==> src/design/cmsc_pkg.sv <==
// Package for the clock mode and setting controller.
// Holds the beat layouts, mode and key codes, cursor positions and the digit helpers.
// No dependencies.
package cmsc_pkg;

	localparam int unsigned WAKE_TIMEOUT_RESET = 10;
	localparam int unsigned SECS_W             = 16;

	typedef enum logic [2:0] {
		MODE_WAKE   = 3'd0,
		MODE_SLEEP  = 3'd1,
		MODE_NORMAL = 3'd2,
		MODE_CLOSE  = 3'd3,
		MODE_MENU   = 3'd4,
		MODE_DATE   = 3'd5,
		MODE_TIME   = 3'd6
	} mode_t;

	localparam logic [1:0] FK_NORMAL = 2'd1;
	localparam logic [1:0] FK_CLOSE  = 2'd2;

	localparam logic [2:0] CK_UP    = 3'd1;
	localparam logic [2:0] CK_DOWN  = 3'd2;
	localparam logic [2:0] CK_LEFT  = 3'd3;
	localparam logic [2:0] CK_RIGHT = 3'd4;
	localparam logic [2:0] CK_OK    = 3'd5;

	localparam logic [1:0] MENU_DATE = 2'd0;
	localparam logic [1:0] MENU_TIME = 2'd1;
	localparam logic [1:0] MENU_BACK = 2'd2;

	localparam logic [2:0] DP_YEAR_TENS = 3'd0;
	localparam logic [2:0] DP_YEAR_ONES = 3'd1;
	localparam logic [2:0] DP_MONTH     = 3'd2;
	localparam logic [2:0] DP_DAY_TENS  = 3'd3;
	localparam logic [2:0] DP_DAY_ONES  = 3'd4;
	localparam logic [2:0] DP_SAVE      = 3'd5;
	localparam logic [2:0] DP_BACK      = 3'd6;

	localparam logic [2:0] TP_HOUR_TENS = 3'd0;
	localparam logic [2:0] TP_HOUR_ONES = 3'd1;
	localparam logic [2:0] TP_MIN_TENS  = 3'd2;
	localparam logic [2:0] TP_MIN_ONES  = 3'd3;
	localparam logic [2:0] TP_SEC_TENS  = 3'd4;
	localparam logic [2:0] TP_SEC_ONES  = 3'd5;
	localparam logic [2:0] TP_SAVE      = 3'd6;
	localparam logic [2:0] TP_BACK      = 3'd7;

	typedef struct packed {
		logic [5:0] cur_second;
		logic [5:0] cur_minute;
		logic [4:0] cur_hour;
		logic [4:0] cur_date;
		logic [3:0] cur_month;
		logic [6:0] cur_year;
		logic       second_tick;
		logic       presence;
		logic [2:0] ctrl_key;
		logic [1:0] front_key;
	} in_beat_t;

	typedef struct packed {
		logic [3:0] pad;
		logic       write_time;
		logic       write_date;
		logic [5:0] edit_second;
		logic [5:0] edit_minute;
		logic [4:0] edit_hour;
		logic [4:0] edit_date;
		logic [3:0] edit_month;
		logic [6:0] edit_year;
		logic [2:0] edit_cursor;
		logic [1:0] menu_cursor;
		logic       power_enable;
		logic [2:0] mode;
	} out_beat_t;

	function automatic logic [3:0] div10(input logic [6:0] v);
		logic [14:0] p;
		begin
			p = 15'(v) * 15'd205;
			return p[14:11];
		end
	endfunction

	function automatic logic [6:0] mod10(input logic [6:0] v);
		return v - 7'(div10(v) * 7'd10);
	endfunction

	function automatic logic [6:0] tens_up(input logic [6:0] v, input logic [3:0] top);
		return (div10(v) == top) ? mod10(v) : v + 7'd10;
	endfunction

	function automatic logic [6:0] tens_down(input logic [6:0] v, input logic [3:0] top);
		return (div10(v) == 4'd0) ? v + 7'(top * 7'd10) : v - 7'd10;
	endfunction

	function automatic logic [6:0] ones_up(input logic [6:0] v);
		return (mod10(v) == 7'd9) ? v - 7'd9 : v + 7'd1;
	endfunction

	function automatic logic [6:0] ones_down(input logic [6:0] v);
		return (mod10(v) == 7'd0) ? v + 7'd9 : v - 7'd1;
	endfunction

	function automatic logic [6:0] cap(input logic [6:0] v, input logic [6:0] hi);
		return (v > hi) ? hi : v;
	endfunction

endpackage

==> src/design/clock_mode_and_setting_controller.sv <==
// Top level of the clock mode and setting controller: mode machine, menu and editors.
// Depends on cmsc_pkg.
//
//  channel   | direction | beat contents
//  s_axis    | in        | one control pass: keys, presence, tick, clock time
//  m_axis    | out       | one result: mode, power, cursors, edit buffers, write pulses
//  cfg       | in        | wake timeout in seconds, 16 bits
//
// One beat a cycle while the output is not stalled: input register, one pass of update logic, result register.
// An input beat is held in the input register, and its result then in the result register.
// A stalled output holds the result; the input register still refills when the result
// register drains in the same cycle. Reset clears mode, counters, cursors and load flags.
module clock_mode_and_setting_controller
	import cmsc_pkg::*;
(
	input  logic        clk,
	input  logic        arst_n,
	input  logic        s_axis_tvalid,
	output logic        s_axis_tready,
	// front_key[1:0] ctrl_key[4:2] presence[5] second_tick[6] cur_year[13:7]
	// cur_month[17:14] cur_date[22:18] cur_hour[27:23] cur_minute[33:28] cur_second[39:34]
	input  logic [39:0] s_axis_tdata,
	output logic        m_axis_tvalid,
	input  logic        m_axis_tready,
	// mode[2:0] power_enable[3] menu_cursor[5:4] edit_cursor[8:6] edit_year[15:9]
	// edit_month[19:16] edit_date[24:20] edit_hour[29:25] edit_minute[35:30]
	// edit_second[41:36] write_date[42] write_time[43] zero[47:44]
	output logic [47:0] m_axis_tdata,
	input  logic        cfg_valid,
	output logic        cfg_ready,
	input  logic [15:0] cfg_data
);

	logic              valid_s1;
	in_beat_t          beat_s1;
	logic              out_valid_q;
	out_beat_t         out_q;
	logic              advance;

	logic [SECS_W-1:0] timeout_q;
	mode_t             mode_q;
	logic [SECS_W-1:0] secs_q;
	logic [1:0]        menu_q;
	logic [2:0]        dpos_q;
	logic [2:0]        tpos_q;
	logic              dload_q;
	logic              tload_q;
	logic [6:0]        year_q;
	logic [3:0]        month_q;
	logic [4:0]        day_q;
	logic [4:0]        hour_q;
	logic [5:0]        min_q;
	logic [5:0]        sec_q;

	mode_t             mode_n;
	logic [SECS_W-1:0] secs_n;
	logic [1:0]        menu_n;
	logic [2:0]        dpos_n;
	logic [2:0]        tpos_n;
	logic              dload_n;
	logic              tload_n;
	logic [6:0]        year_w;
	logic [3:0]        month_w;
	logic [6:0]        day_w;
	logic [6:0]        hour_w;
	logic [6:0]        min_w;
	logic [6:0]        sec_w;
	logic              wd;
	logic              wt;
	out_beat_t         res;

	assign advance       = valid_s1 && (!out_valid_q || m_axis_tready);
	assign s_axis_tready = !valid_s1 || advance;
	assign m_axis_tvalid = out_valid_q;
	assign m_axis_tdata  = out_q;
	assign cfg_ready     = 1'b1;

	always_ff @(posedge clk or negedge arst_n) begin
		if (!arst_n) begin
			valid_s1    <= 1'b0;
			out_valid_q <= 1'b0;
		end else begin
			if (s_axis_tready)
				valid_s1 <= s_axis_tvalid;
			if (advance)
				out_valid_q <= 1'b1;
			else if (m_axis_tready)
				out_valid_q <= 1'b0;
		end
	end

	always_ff @(posedge clk) begin
		if (s_axis_tready && s_axis_tvalid)
			beat_s1 <= s_axis_tdata;
		if (advance)
			out_q <= res;
	end

	always_ff @(posedge clk or negedge arst_n) begin
		if (!arst_n) begin
			timeout_q <= SECS_W'(WAKE_TIMEOUT_RESET);
			mode_q    <= MODE_WAKE;
			secs_q    <= '0;
			menu_q    <= '0;
			dpos_q    <= '0;
			tpos_q    <= '0;
			dload_q   <= 1'b0;
			tload_q   <= 1'b0;
		end else begin
			if (cfg_valid)
				timeout_q <= cfg_data;
			if (advance) begin
				mode_q  <= mode_n;
				secs_q  <= secs_n;
				menu_q  <= menu_n;
				dpos_q  <= dpos_n;
				tpos_q  <= tpos_n;
				dload_q <= dload_n;
				tload_q <= tload_n;
			end
		end
	end

	always_ff @(posedge clk) begin
		if (advance && mode_q == MODE_DATE) begin
			year_q  <= year_w;
			month_q <= month_w;
			day_q   <= day_w[4:0];
		end
		if (advance && mode_q == MODE_TIME) begin
			hour_q <= hour_w[4:0];
			min_q  <= min_w[5:0];
			sec_q  <= sec_w[5:0];
		end
	end

	always_comb begin
		mode_n  = mode_q;
		secs_n  = (beat_s1.second_tick && secs_q != '1) ? secs_q + 1'b1 : secs_q;
		menu_n  = menu_q;
		dpos_n  = dpos_q;
		tpos_n  = tpos_q;
		dload_n = dload_q;
		tload_n = tload_q;
		wd      = 1'b0;
		wt      = 1'b0;

		if (dload_q) begin
			year_w  = year_q;
			month_w = month_q;
			day_w   = {2'b00, day_q};
		end else begin
			year_w  = cap(beat_s1.cur_year, 7'd99);
			month_w = (beat_s1.cur_month == 4'd0) ? 4'd1 :
				(beat_s1.cur_month > 4'd12) ? 4'd12 : beat_s1.cur_month;
			day_w   = {2'b00, beat_s1.cur_date};
		end
		if (tload_q) begin
			hour_w = {2'b00, hour_q};
			min_w  = {1'b0, min_q};
			sec_w  = {1'b0, sec_q};
		end else begin
			hour_w = cap({2'b00, beat_s1.cur_hour}, 7'd23);
			min_w  = cap({1'b0, beat_s1.cur_minute}, 7'd59);
			sec_w  = cap({1'b0, beat_s1.cur_second}, 7'd59);
		end

		case (mode_q)
			MODE_WAKE, MODE_SLEEP, MODE_NORMAL, MODE_CLOSE: begin
				if (mode_q == MODE_WAKE || mode_q == MODE_SLEEP) begin
					if (mode_q != MODE_WAKE)
						secs_n = '0;
					else if (secs_n > timeout_q)
						mode_n = MODE_SLEEP;
					if (beat_s1.presence) begin
						mode_n = MODE_WAKE;
						secs_n = '0;
					end
				end
				if (beat_s1.front_key == FK_NORMAL)
					mode_n = (mode_n == MODE_NORMAL) ? MODE_WAKE : MODE_NORMAL;
				else if (beat_s1.front_key == FK_CLOSE)
					mode_n = (mode_n == MODE_CLOSE) ? MODE_WAKE : MODE_CLOSE;
				if (beat_s1.ctrl_key == CK_OK)
					mode_n = MODE_MENU;
			end
			MODE_MENU: begin
				case (beat_s1.ctrl_key)
					CK_UP, CK_LEFT:
						menu_n = (menu_q > 2'd0) ? menu_q - 2'd1 : MENU_BACK;
					CK_DOWN, CK_RIGHT:
						menu_n = (menu_q < MENU_BACK) ? menu_q + 2'd1 : MENU_DATE;
					CK_OK: begin
						case (menu_q)
							MENU_DATE: mode_n = MODE_DATE;
							MENU_TIME: mode_n = MODE_TIME;
							MENU_BACK: mode_n = MODE_WAKE;
							default:   mode_n = mode_q;
						endcase
						menu_n = MENU_DATE;
					end
					default: menu_n = menu_q;
				endcase
			end
			MODE_DATE: begin
				dload_n = 1'b1;
				case (beat_s1.ctrl_key)
					CK_UP: begin
						case (dpos_q)
							DP_YEAR_TENS: year_w = tens_up(year_w, 4'd9);
							DP_YEAR_ONES: year_w = ones_up(year_w);
							DP_MONTH:     month_w = (month_w < 4'd12) ? month_w + 4'd1 : 4'd1;
							DP_DAY_TENS:  day_w = tens_up(day_w, 4'd3);
							DP_DAY_ONES:  day_w = ones_up(day_w);
							default:      day_w = day_w;
						endcase
					end
					CK_DOWN: begin
						case (dpos_q)
							DP_YEAR_TENS: year_w = tens_down(year_w, 4'd9);
							DP_YEAR_ONES: year_w = ones_down(year_w);
							DP_MONTH:     month_w = (month_w > 4'd1) ? month_w - 4'd1 : 4'd12;
							DP_DAY_TENS:  day_w = tens_down(day_w, 4'd3);
							DP_DAY_ONES:  day_w = ones_down(day_w);
							default:      day_w = day_w;
						endcase
					end
					CK_LEFT:
						dpos_n = (dpos_q == 3'd0) ? DP_BACK :
							(dpos_q > DP_BACK) ? DP_BACK : dpos_q - 3'd1;
					CK_RIGHT:
						dpos_n = (dpos_q < DP_BACK) ? dpos_q + 3'd1 : 3'd0;
					CK_OK: begin
						if (dpos_q == DP_SAVE) begin
							wd      = 1'b1;
							mode_n  = MODE_WAKE;
							dload_n = 1'b0;
						end else if (dpos_q == DP_BACK) begin
							mode_n  = MODE_MENU;
							dload_n = 1'b0;
						end
						dpos_n = 3'd0;
					end
					default: dpos_n = dpos_q;
				endcase
				year_w = cap(year_w, 7'd99);
				day_w  = cap(day_w, 7'd31);
				if (month_w == 4'd2)
					day_w = cap(day_w, 7'd29);
				if (month_w == 4'd4 || month_w == 4'd6 || month_w == 4'd9 || month_w == 4'd11)
					day_w = cap(day_w, 7'd30);
			end
			MODE_TIME: begin
				tload_n = 1'b1;
				case (beat_s1.ctrl_key)
					CK_UP: begin
						case (tpos_q)
							TP_HOUR_TENS: hour_w = tens_up(hour_w, 4'd2);
							TP_HOUR_ONES: hour_w = ones_up(hour_w);
							TP_MIN_TENS:  min_w = tens_up(min_w, 4'd5);
							TP_MIN_ONES:  min_w = ones_up(min_w);
							TP_SEC_TENS:  sec_w = tens_up(sec_w, 4'd5);
							TP_SEC_ONES:  sec_w = ones_up(sec_w);
							default:      sec_w = sec_w;
						endcase
					end
					CK_DOWN: begin
						case (tpos_q)
							TP_HOUR_TENS: hour_w = tens_down(hour_w, 4'd2);
							TP_HOUR_ONES: hour_w = ones_down(hour_w);
							TP_MIN_TENS:  min_w = tens_down(min_w, 4'd5);
							TP_MIN_ONES:  min_w = ones_down(min_w);
							TP_SEC_TENS:  sec_w = tens_down(sec_w, 4'd5);
							TP_SEC_ONES:  sec_w = ones_down(sec_w);
							default:      sec_w = sec_w;
						endcase
					end
					CK_LEFT:  tpos_n = tpos_q - 3'd1;
					CK_RIGHT: tpos_n = tpos_q + 3'd1;
					CK_OK: begin
						if (tpos_q == TP_SAVE) begin
							wt      = 1'b1;
							mode_n  = MODE_WAKE;
							tload_n = 1'b0;
						end else if (tpos_q == TP_BACK) begin
							mode_n  = MODE_MENU;
							tload_n = 1'b0;
						end
						tpos_n = 3'd0;
					end
					default: tpos_n = tpos_q;
				endcase
				hour_w = cap(hour_w, 7'd23);
				min_w  = cap(min_w, 7'd59);
				sec_w  = cap(sec_w, 7'd59);
			end
			default: mode_n = MODE_WAKE;
		endcase

		res              = '0;
		res.mode         = mode_n;
		res.power_enable = (mode_n == MODE_WAKE || mode_n == MODE_NORMAL);
		res.menu_cursor  = menu_n;
		res.write_date   = wd;
		res.write_time   = wt;
		if (mode_q == MODE_DATE) begin
			res.edit_cursor = dpos_n;
			res.edit_year   = year_w;
			res.edit_month  = month_w;
			res.edit_date   = day_w[4:0];
		end else if (mode_q == MODE_TIME) begin
			res.edit_cursor = tpos_n;
			res.edit_hour   = hour_w[4:0];
			res.edit_minute = min_w[5:0];
			res.edit_second = sec_w[5:0];
		end
	end

endmodule
==> config.mk <==
export PLATFORM = sky130hd
export DESIGN_NAME = clock_mode_and_setting_controller
export DESIGN_NICKNAME = d
export VERILOG_FILES = /design/src/design/cmsc_pkg.sv /design/src/design/clock_mode_and_setting_controller.sv
export SDC_FILE = /design/constraint.sdc
export NUM_CORES = 1
export LEC_CHECK = 0
export ABC_AREA = 0
export BUFFER_PORTS_ARGS = -buffer_cell sky130_fd_sc_hd__buf_2
export CAP_MARGIN = 20
export CORE_UTILIZATION = 50
export DETAILED_ROUTE_END_ITERATION = 10
export PLACE_DENSITY = 0.67
export SLEW_MARGIN = 10
export SYNTH_ARGS = -nofsm -noshare
export SYNTH_HDL_FRONTEND = slang
export SYNTH_SLANG_ARGS = --single-unit
==> constraint.sdc <==
create_clock -name clk -period 13.7 [get_ports clk]
set_input_delay 0.685 -clock clk [delete_from_list [all_inputs] [get_ports clk]]
set_output_delay 0.685 -clock clk [all_outputs]
set_load 0.02 [all_outputs]
=== Yosys cells after proc, flatten, opt, wreduce, memory -nomap -nowiden ===
Index checks and enable logic that the tools add are counted.

* $add $sub $neg: 49
* Multipliers: 10
* $lt $le $gt $ge: 19
* Equality and inequality tests: 47
* Muxes and demuxes: 121
* Bitwise operators: 1
* Reduce and logical (&&, ||, !) cells: 40

{| class="wikitable"
|+ Operators with widths
! cell !! count
|-
| $mux W7 || 33
|-
| $pmux W7 S2 || 15
|-
| $mux W16 || 5
|-
| $mul A7 B8 Y15 const B || 5
|-
| $add A7 B4 Y7 const B || 10
|-
| $sub A7 B4 Y7 const B || 10
|-
| $mux W3 || 22
|-
| $mux W6 || 8
|-
| $mux W5 || 8
|-
| $eq A3 B3 Y1 const B || 12
|-
| $mux W4 || 9
|-
| $add A7 B1 Y7 const B || 5
|-
| $eq A7 B4 Y1 const B || 5
|-
| $logic_not A7 Y1 || 5
|-
| $sub A7 B1 Y7 const B || 5
|-
| $sub A7 B7 Y7 || 5
|-
| $eq A3 B2 Y1 const B || 11
|-
| $mul A4 B3 Y6 const B || 5
|-
| $gt A7 B5 Y1 const B || 4
|-
| $pmux W3 S3 || 3
|-
| $logic_not A4 Y1 || 6
|-
| $add A16 B1 Y16 const B || 1
|-
| $eq A4 B3 Y1 const B || 4
|-
| $gt A16 B16 Y1 || 1
|-
| 42 further kinds || 90
|}

* Register bits: 164
* Bits of input ports: 61
* Output and inout bits: 51
* Word-level logic and storage cells: 325

=== Logic depth before layout (Yosys ltp) ===
Gate-level depths: netlist (run 1).

* Depth in word-level cells: 19
* Mapped depth: 42
* Gate-level depth less buffers: 40

=== Least setup slack after synthesis (run 1) ===
Ideal clock, no wire load.

* Path type: reg-to-reg
* From: register dload_q
* To: register year_q[3] (data pin)
* Library setup time: 0.256 ns
* Arrival time: 9.336 ns
* Data required time: 13.444 ns
* Path slack: 4.108 ns
* Cell stages (with the launch flop): 39
* Path buffers: 3
* Clock period less this slack: 9.592 ns
* Path through: dfrtp_1 buf_4 buf_1 clkbuf_8 a22oi_1 inv_1 ha_1 inv_1 fa_1 inv_1 ha_1 inv_1 fa_1 inv_1 ha_1 and4_1 a221oi_1 o31ai_1 [3 not listed] ha_1 ha_1 inv_1 fa_1 xnor3_1 nor4_1 o21ai_0 mux2i_2 inv_1 ha_1 a211o_1 o21ai_0 nand2b_1 mux2_2 o32a_1 a311oi_1 nor2_1 a22o_1

* Cells in the longest elaborated chain, start to end: 12
* Elaborated cells on any way between the ends: 26
* Classes of those cells: add/sub: 8; mul: 2; order compare: 1; eq/ne: 2; mux: 11; reduce/logical: 2

{| class="wikitable"
|+ Ends and longest elaborated chain
! what !! RTL line !! RTL
|-
| start: declaration || clock_mode_and_setting_controller.sv:46 || <nowiki>logic dload_q;</nowiki>
|-
| start signal: assignment || clock_mode_and_setting_controller.sv:118 || <nowiki>dload_q <= dload_n;</nowiki>
|-
| $mux W7 (*) || clock_mode_and_setting_controller.sv:148 || <nowiki>if (dload_q) begin</nowiki>
|-
| $mul A7 B8 Y15 || cmsc_pkg.sv:81 || <nowiki>p = 15'(v) * 15'd205;</nowiki>
|-
| $mul A4 B3 Y6 || cmsc_pkg.sv:87 || <nowiki>return v - 7'(div10(v) * 7'd10);</nowiki>
|-
| $sub A7 B7 Y7 || cmsc_pkg.sv:87 ||
|-
| $eq A7 B4 Y1 or $logic_not A7 Y1 (tied branches) || cmsc_pkg.sv:99, cmsc_pkg.sv:103 ||
|-
| $mux W7, on equally long branches || cmsc_pkg.sv:99, cmsc_pkg.sv:103 ||
|-
| $pmux W7 S2, on equally long branches || clock_mode_and_setting_controller.sv:209, clock_mode_and_setting_controller.sv:219 ||
|-
| $pmux W7 S2 || clock_mode_and_setting_controller.sv:207 || <nowiki>case (beat_s1.ctrl_key)</nowiki>
|-
| $mux W7 || clock_mode_and_setting_controller.sv:168 || <nowiki>case (mode_q)</nowiki>
|-
| $gt A7 B7 Y1 || cmsc_pkg.sv:107 || <nowiki>return (v > hi) ? hi : v;</nowiki>
|-
| $mux W7 || cmsc_pkg.sv:107 ||
|-
| $mux W7 (*) || clock_mode_and_setting_controller.sv:168 ||
|-
| via year_w[3] || clock_mode_and_setting_controller.sv:62 || <nowiki>logic [6:0] year_w;</nowiki>
|-
| end signal: assignment || clock_mode_and_setting_controller.sv:126 || <nowiki>year_q <= year_w;</nowiki>
|-
| end: declaration || clock_mode_and_setting_controller.sv:48 || <nowiki>logic [6:0] year_q;</nowiki>
|}

The timed path passes the listed nets; every way through them passes the cells marked *. The select of a mux whose other input is x is not followed.
A chain may end at the register's enable or synchronous reset.

=== Worst setup path after layout (run 1) ===
* From: register dload_q
* To: register year_q[4] (data pin)

Same word-level chain as after synthesis.

==> impl_results.md, run 1 <==
- DR pass1 iterations: 5
- R2R Path End: year_q[4]
- Die Height: 189.2 microns
- PortBufs: 106
- M3 GR Usage: 3.429%
- Final hold viol count: 0
- Crit path required time: 13.90 ns
- Drc violations: 0
- Total CTS buffers: 17
- Clock transition at path regs: 0.08 ns
- Via count: 14950
- Routed wire length: 46.13 mm
- Worst setup endpoint: year_q[4]
- Final Net Count: 2406
- Worst Setup SP: dload_q
- #FFs+latches synth: 164
- Initial DRC Count: 1336
- Clock buffer depth: 2
- Setup TNS Final: 0 ns
- DPL Wire Length: 34.56 mm
- R2R depth: 36
- Clock root buffer: clkbuf_16
- Routed Antenna Nets: 0
- Worst slew pin tran: 1.049 ns
- Most used routing layer: met2
- Critical-path top delay cell: dfrtp_1
- Top cell type by total area after synthesis: edfxtp_1
- CORE AREA: 34540 sq um
- Full die area: 35800 sq um
- Min Tclk post-route: 10.98 ns
- Diode count: 0
- Vias in the first global route: 14280
- Netlist cell types: 99
- Synth warn: 0
- Most frequent cells in the layout: ha_1, inv_1, nand2_1
- Syn avg cell area: 8.945 sq um
- Worst setup EP type: register
- Crit share post-route: 80.12%
- Status: completed
- CTS tree: built
- Placed Instances: 2478
- Largest net degree at the start of global routing: 60
- Cell Area, Synth: 17520 sq um
- Synth Flop Type: edfxtp_1
- Seq/Total Area, Yosys: 26.78%
- WL/cell: 18.36 microns
- FMAX: 91.10 MHz
- Die width: 189.2 microns
- CP peak stage delay: 0.70 ns
- Number of synthesized flops with an enable pin: 117
- Cell mode on critical path: inv_1
- Commonest non-fill, non-tap cell in the layout: ha_1
- Worst hold path class: input pin to async pin
- R2r setup slk: 2.72 ns
- Gate Count Post-Synth: 1959
- Tot GR Track Use: 25.82%
- CP Class: register to register
- Fill cell total of the finished layout: 3192
- Hold Buf Count CTS: 0
- Area grow syn2layout: 9.140%
- Critical Path Start Type: register
- Max cap viols: 0
- Layout cells sized above 1: 11.08%
- Cts repair resizes: 0
- Clock sink total: 164
- First-pass GRT wire length: 74.22 mm
- H-tree levels: 4
- Max-slew headroom: 29.57%
- Row cnt: 68
- WP data arrival: 11.18 ns
- GPL Wtd Cong: 0.9314
- Unrepaired setup endpoints after global routing: false
- Final setup fails: 0
- CP Max Fanout: 13
- Io pins: 112
- Ys async rst share: 28.66%
- Clock Skews: 0.02202 ns
- Initial core utilization: 50.73%
- Non-filler cells in the finished layout: 2512
- M2 GR Usage: 42.43%
- Drt via density: 5.949
- Worst r2r src: dload_q
- Initial antenna violation count: 0
- Post-CTS Setup Bufs: 0
- Max Slew Vio Count: 0
- GR met1 Demand/Resource: 34.79%
- GR Overflow Total: 0
- Util after Layout: 55.36%
- Main area contributors after synthesis: edfxtp_1, ha_1, dfrtp_1
- Yosys top cell area share: 20.05%
- Clock Latency Late Sink: 0.46 ns
## worst max-delay path, delay by kind of cell (launching register included)
kind	cells	cell delay, ns
compound gates	10	3.43
xor+xnor	1	0.46
fa+ha+maj	9	3.31
buf+inv	8	0.77
flops	1	0.70
mux	2	0.71
simple gates	6	1.35
## Yosys cell counts (all sizes together), types with 16 or more instances
cell,number
o22ai,16
o21a,18
edfxtp,117
clkbuf,51
nor3,38
nand3,48
inv,177
nand2,175
ha,261
nor2b,31
o21ai,125
a21o,39
a21oi,122
and2,25
fa,40
mux2,16
nor2,135
a31oi,19
nand2b,17
dfrtp,45
mux2i,59
xnor2,61
xor2,29
## stage by stage
step	setup WS [ns]	cell area [sq um]	hold WS [ns]
after global routing	2.103	19120	0.3937
final	2.723	19120	0.3519
after global placement	3.178	18520	0.4652
after detailed placement	2.919	18520	0.4838
after CTS	2.866	19090	0.3758
after floorplan	4.108	17530	0.3894
## kinds of logic after synthesis
| group | Yosys count | share of synthesized area [%] |
|---|---|---|
| and+or+nand+nor | 558 | 15.37 |
| AOI/OAI and AO/OA | 515 | 19.71 |
| adders and majority gates | 302 | 23.26 |
| buffers and inverters | 252 | 5.627 |
| DFF | 164 | 26.78 |
| xor gates and xnor gates | 91 | 4.627 |
| muxes | 75 | 4.584 |
| other | 2 | 0.04286 |
## area by class of cell
| class | instances | area (sq um) | share of cell area [%] |
|---|---|---|---|
| clock inverters | 11 | 101.3 | 0.5299 |
| flip-flops and latches | 164 | 4692 | 24.53 |
| multi-input cells | 1546 | 11870 | 62.07 |
| well taps | 455 | 569.3 | 2.977 |
| clock buffers | 21 | 470.5 | 2.460 |
| inverters | 186 | 698.2 | 3.651 |
| repair buffers | 129 | 723.2 | 3.781 |
## how the worst min path moves through the flow
stage | to | startpoint
after floorplan | dload_q | arst_n
after global placement | m_axis_tvalid | valid_s1
after detailed placement | m_axis_tvalid | valid_s1
after CTS | m_axis_tvalid | arst_n
after global routing | beat_s1[38] | s_axis_tdata[38]
final | m_axis_tvalid | arst_n
## state kept, by name, indices dropped and copies added, names as in the netlist, 4 cells and up
signal,flops
beat_s1,40
year_q,7
day_q,5
sec_q,6
hour_q,5
month_q,4
timeout_q,16
min_q,6
m_axis_tdata,44
secs_q,16
## per-layer routing
| metal | share of wire [%] | up-vias |
|---|---|---|
| met2 | 46 | 529 |
| met4 | 2.6 | 0 |
| li1 | - | 7260 |
| met5 | 0 | - |
| met3 | 5.6 | 81 |
| met1 | 46 | 7075 |
Power of run 1 is not shown: default switching activity piles up to over one toggle a cycle in this logic, so the estimate is an artifact.
==> inputs of run 2 (changes only) <==
clock period = 10.3 ns   (was 13.7 ns; I/O delays follow)
==> run 2 against run 1 <==
Net effect:
- die area unchanged
- core utilization increased by 0.51 points
- worst setup slack got worse by 2.2 ns
- critical path depth decreased by 3
- clock-buffer cell count decreased by 4
- first-iteration DRC count increased by 0.82%
- sequential share of layout area decreased by 0.22 points
- via count increased by 1.4%
- critical endpoint is now min_q[2]
==> impl_results.md, run 2 (synthesized netlist as in run 1, its figures left out) <==
- Status: completed
- Die Height: 189.2 microns
- Max-slew headroom: 33.15%
- GR Overflow Total: 0
- CTS tree: built
- Routed wire length: 47.30 mm
- Unrepaired setup endpoints after global routing: false
- Initial antenna violation count: 1
- Clock Latency Late Sink: 0.45 ns
- CP Class: register to register
- Placed Instances: 2499
- Max Slew Vio Count: 0
- Initial core utilization: 50.73%
- Most frequent cells in the layout: ha_1, inv_1, nand2_1
- Io pins: 112
- Clock transition at path regs: 0.08 ns
- Commonest non-fill, non-tap cell in the layout: ha_1
- Final hold viol count: 0
- Worst r2r src: tload_q
- Die width: 189.2 microns
- Area grow syn2layout: 10.15%
- Clock sink total: 164
- Vias in the first global route: 14750
- Max reg flops: 44
- Crit path required time: 10.49 ns
- Drc violations: 0
- CORE AREA: 34540 sq um
- Via count: 15150
- Worst setup EP type: register
- Max cap viols: 0
- Critical Path Start Type: register
- GPL Wtd Cong: 0.9623
- Initial DRC Count: 1347
- Critical-path top delay cell: or3b_2
- WP data arrival: 9.97 ns
- Full die area: 35800 sq um
- Clock Skews: 0.01607 ns
- Worst slew pin tran: 1.001 ns
- WL/cell: 18.67 microns
- Cell mode on critical path: ha_1
- Crit share post-route: 94.93%
- Clock buffer depth: 2
- Tot GR Track Use: 27.09%
- Worst hold path class: input pin to async pin
- R2R Path End: min_q[2]
- Post-CTS Setup Bufs: 0
- DPL Wire Length: 35.62 mm
- Dpl ws: 0.3935 ns
- DR pass1 iterations: 6
- FMAX: 102.3 MHz
- Final setup fails: 0
- CP peak stage delay: 0.57 ns
- Min Tclk post-route: 9.778 ns
- Row cnt: 68
- Final Net Count: 2427
- Total CTS buffers: 17
- Setup TNS Final: 0 ns
- H-tree levels: 4
- PortBufs: 106
- R2R depth: 33
- Fin worst setup slack: 0.5223 ns
- Drt via density: 5.979
- Routed Antenna Nets: 0
- First-pass GRT wire length: 77.72 mm
- CP Max Fanout: 14
- Clock root buffer: clkbuf_16
- Largest net degree at the start of global routing: 71
- R2r setup slk: 0.52 ns
- Non-filler cells in the finished layout: 2534
- Layout cells sized above 1: 12.22%
- Min Hold Slack: 0.1928 ns
## run 2: changes by cell type in the layout (fill, tap and decap cells not counted), sizes merged
cell	previous run	this run
buf	129	150
clkbuf	21	17
inv	187	185
clkinv	10	16
diode	0	1
## run 2: final cells by class
class / count / area, sq um
fillers: 3142 / 15240
multi-input cells: 1546 / 11880
flip-flops and latches: 164 / 4693
repair buffers: 150 / 868.3
inverters: 186 / 698.2
well taps: 455 / 569.3
clock buffers: 17 / 425.4
clock inverters: 15 / 165.2
diodes: 1 / 2.502
## run 2: what timing repair did
| item | 4_1_cts | 5_1_grt |
|---|---|---|
| setup endpoints to repair | 0 | 13 |
| gates resized for setup | 0 | 4 |
| hold buffers | 0 | 0 |
| endpoints found under the hold margin | 0 | 0 |
## run 2: worst max path at each step
| stage | start | depth (start not counted) | endpoint |
|---|---|---|---|
| 2_1_floorplan | dload_q | 38 | year_q[3] |
| 3_3_place_gp | dload_q | 35 | year_q[3] |
| 3_5_place_dp | dload_q | 37 | year_q[2] |
| 4_1_cts | dload_q | 37 | year_q[4] |
| 5_1_grt | tload_q | 33 | min_q[2] |
| 6_report | tload_q | 33 | min_q[2] |
## run 2: stage by stage
stage          utilization (%)  cell area (sq um)
2_1_floorplan                -              17530
3_3_place_gp             54.06              18680
3_5_place_dp             54.06              18680
4_1_cts                  55.77              19270
5_1_grt                  55.87              19300
6_report                 55.88              19300
## run 2: worst max-delay path, delay by kind of cell, from the launching register on
kind	cells	cell delay, ns
AO/OA/AOI/OAI	9	2.34
XOR/XNOR	3	0.63
adder cells (fa/ha/maj)	9	3.08
buffers and inverters	3	0.47
flip-flops	1	0.54
multiplexers	1	0.51
AND/OR/NAND/NOR	8	1.93
## run 2: metal layers
metal  up-vias  global-route usage [%]  wire (microns)
met3       103                   3.689            2879
li1       7302                       -               -
met2       545                   43.34           21540
met1      7201                   37.45           21540
met5         -                       0               0
met4         0                   9.522            1344
Power of run 2 is left out for the same reason.
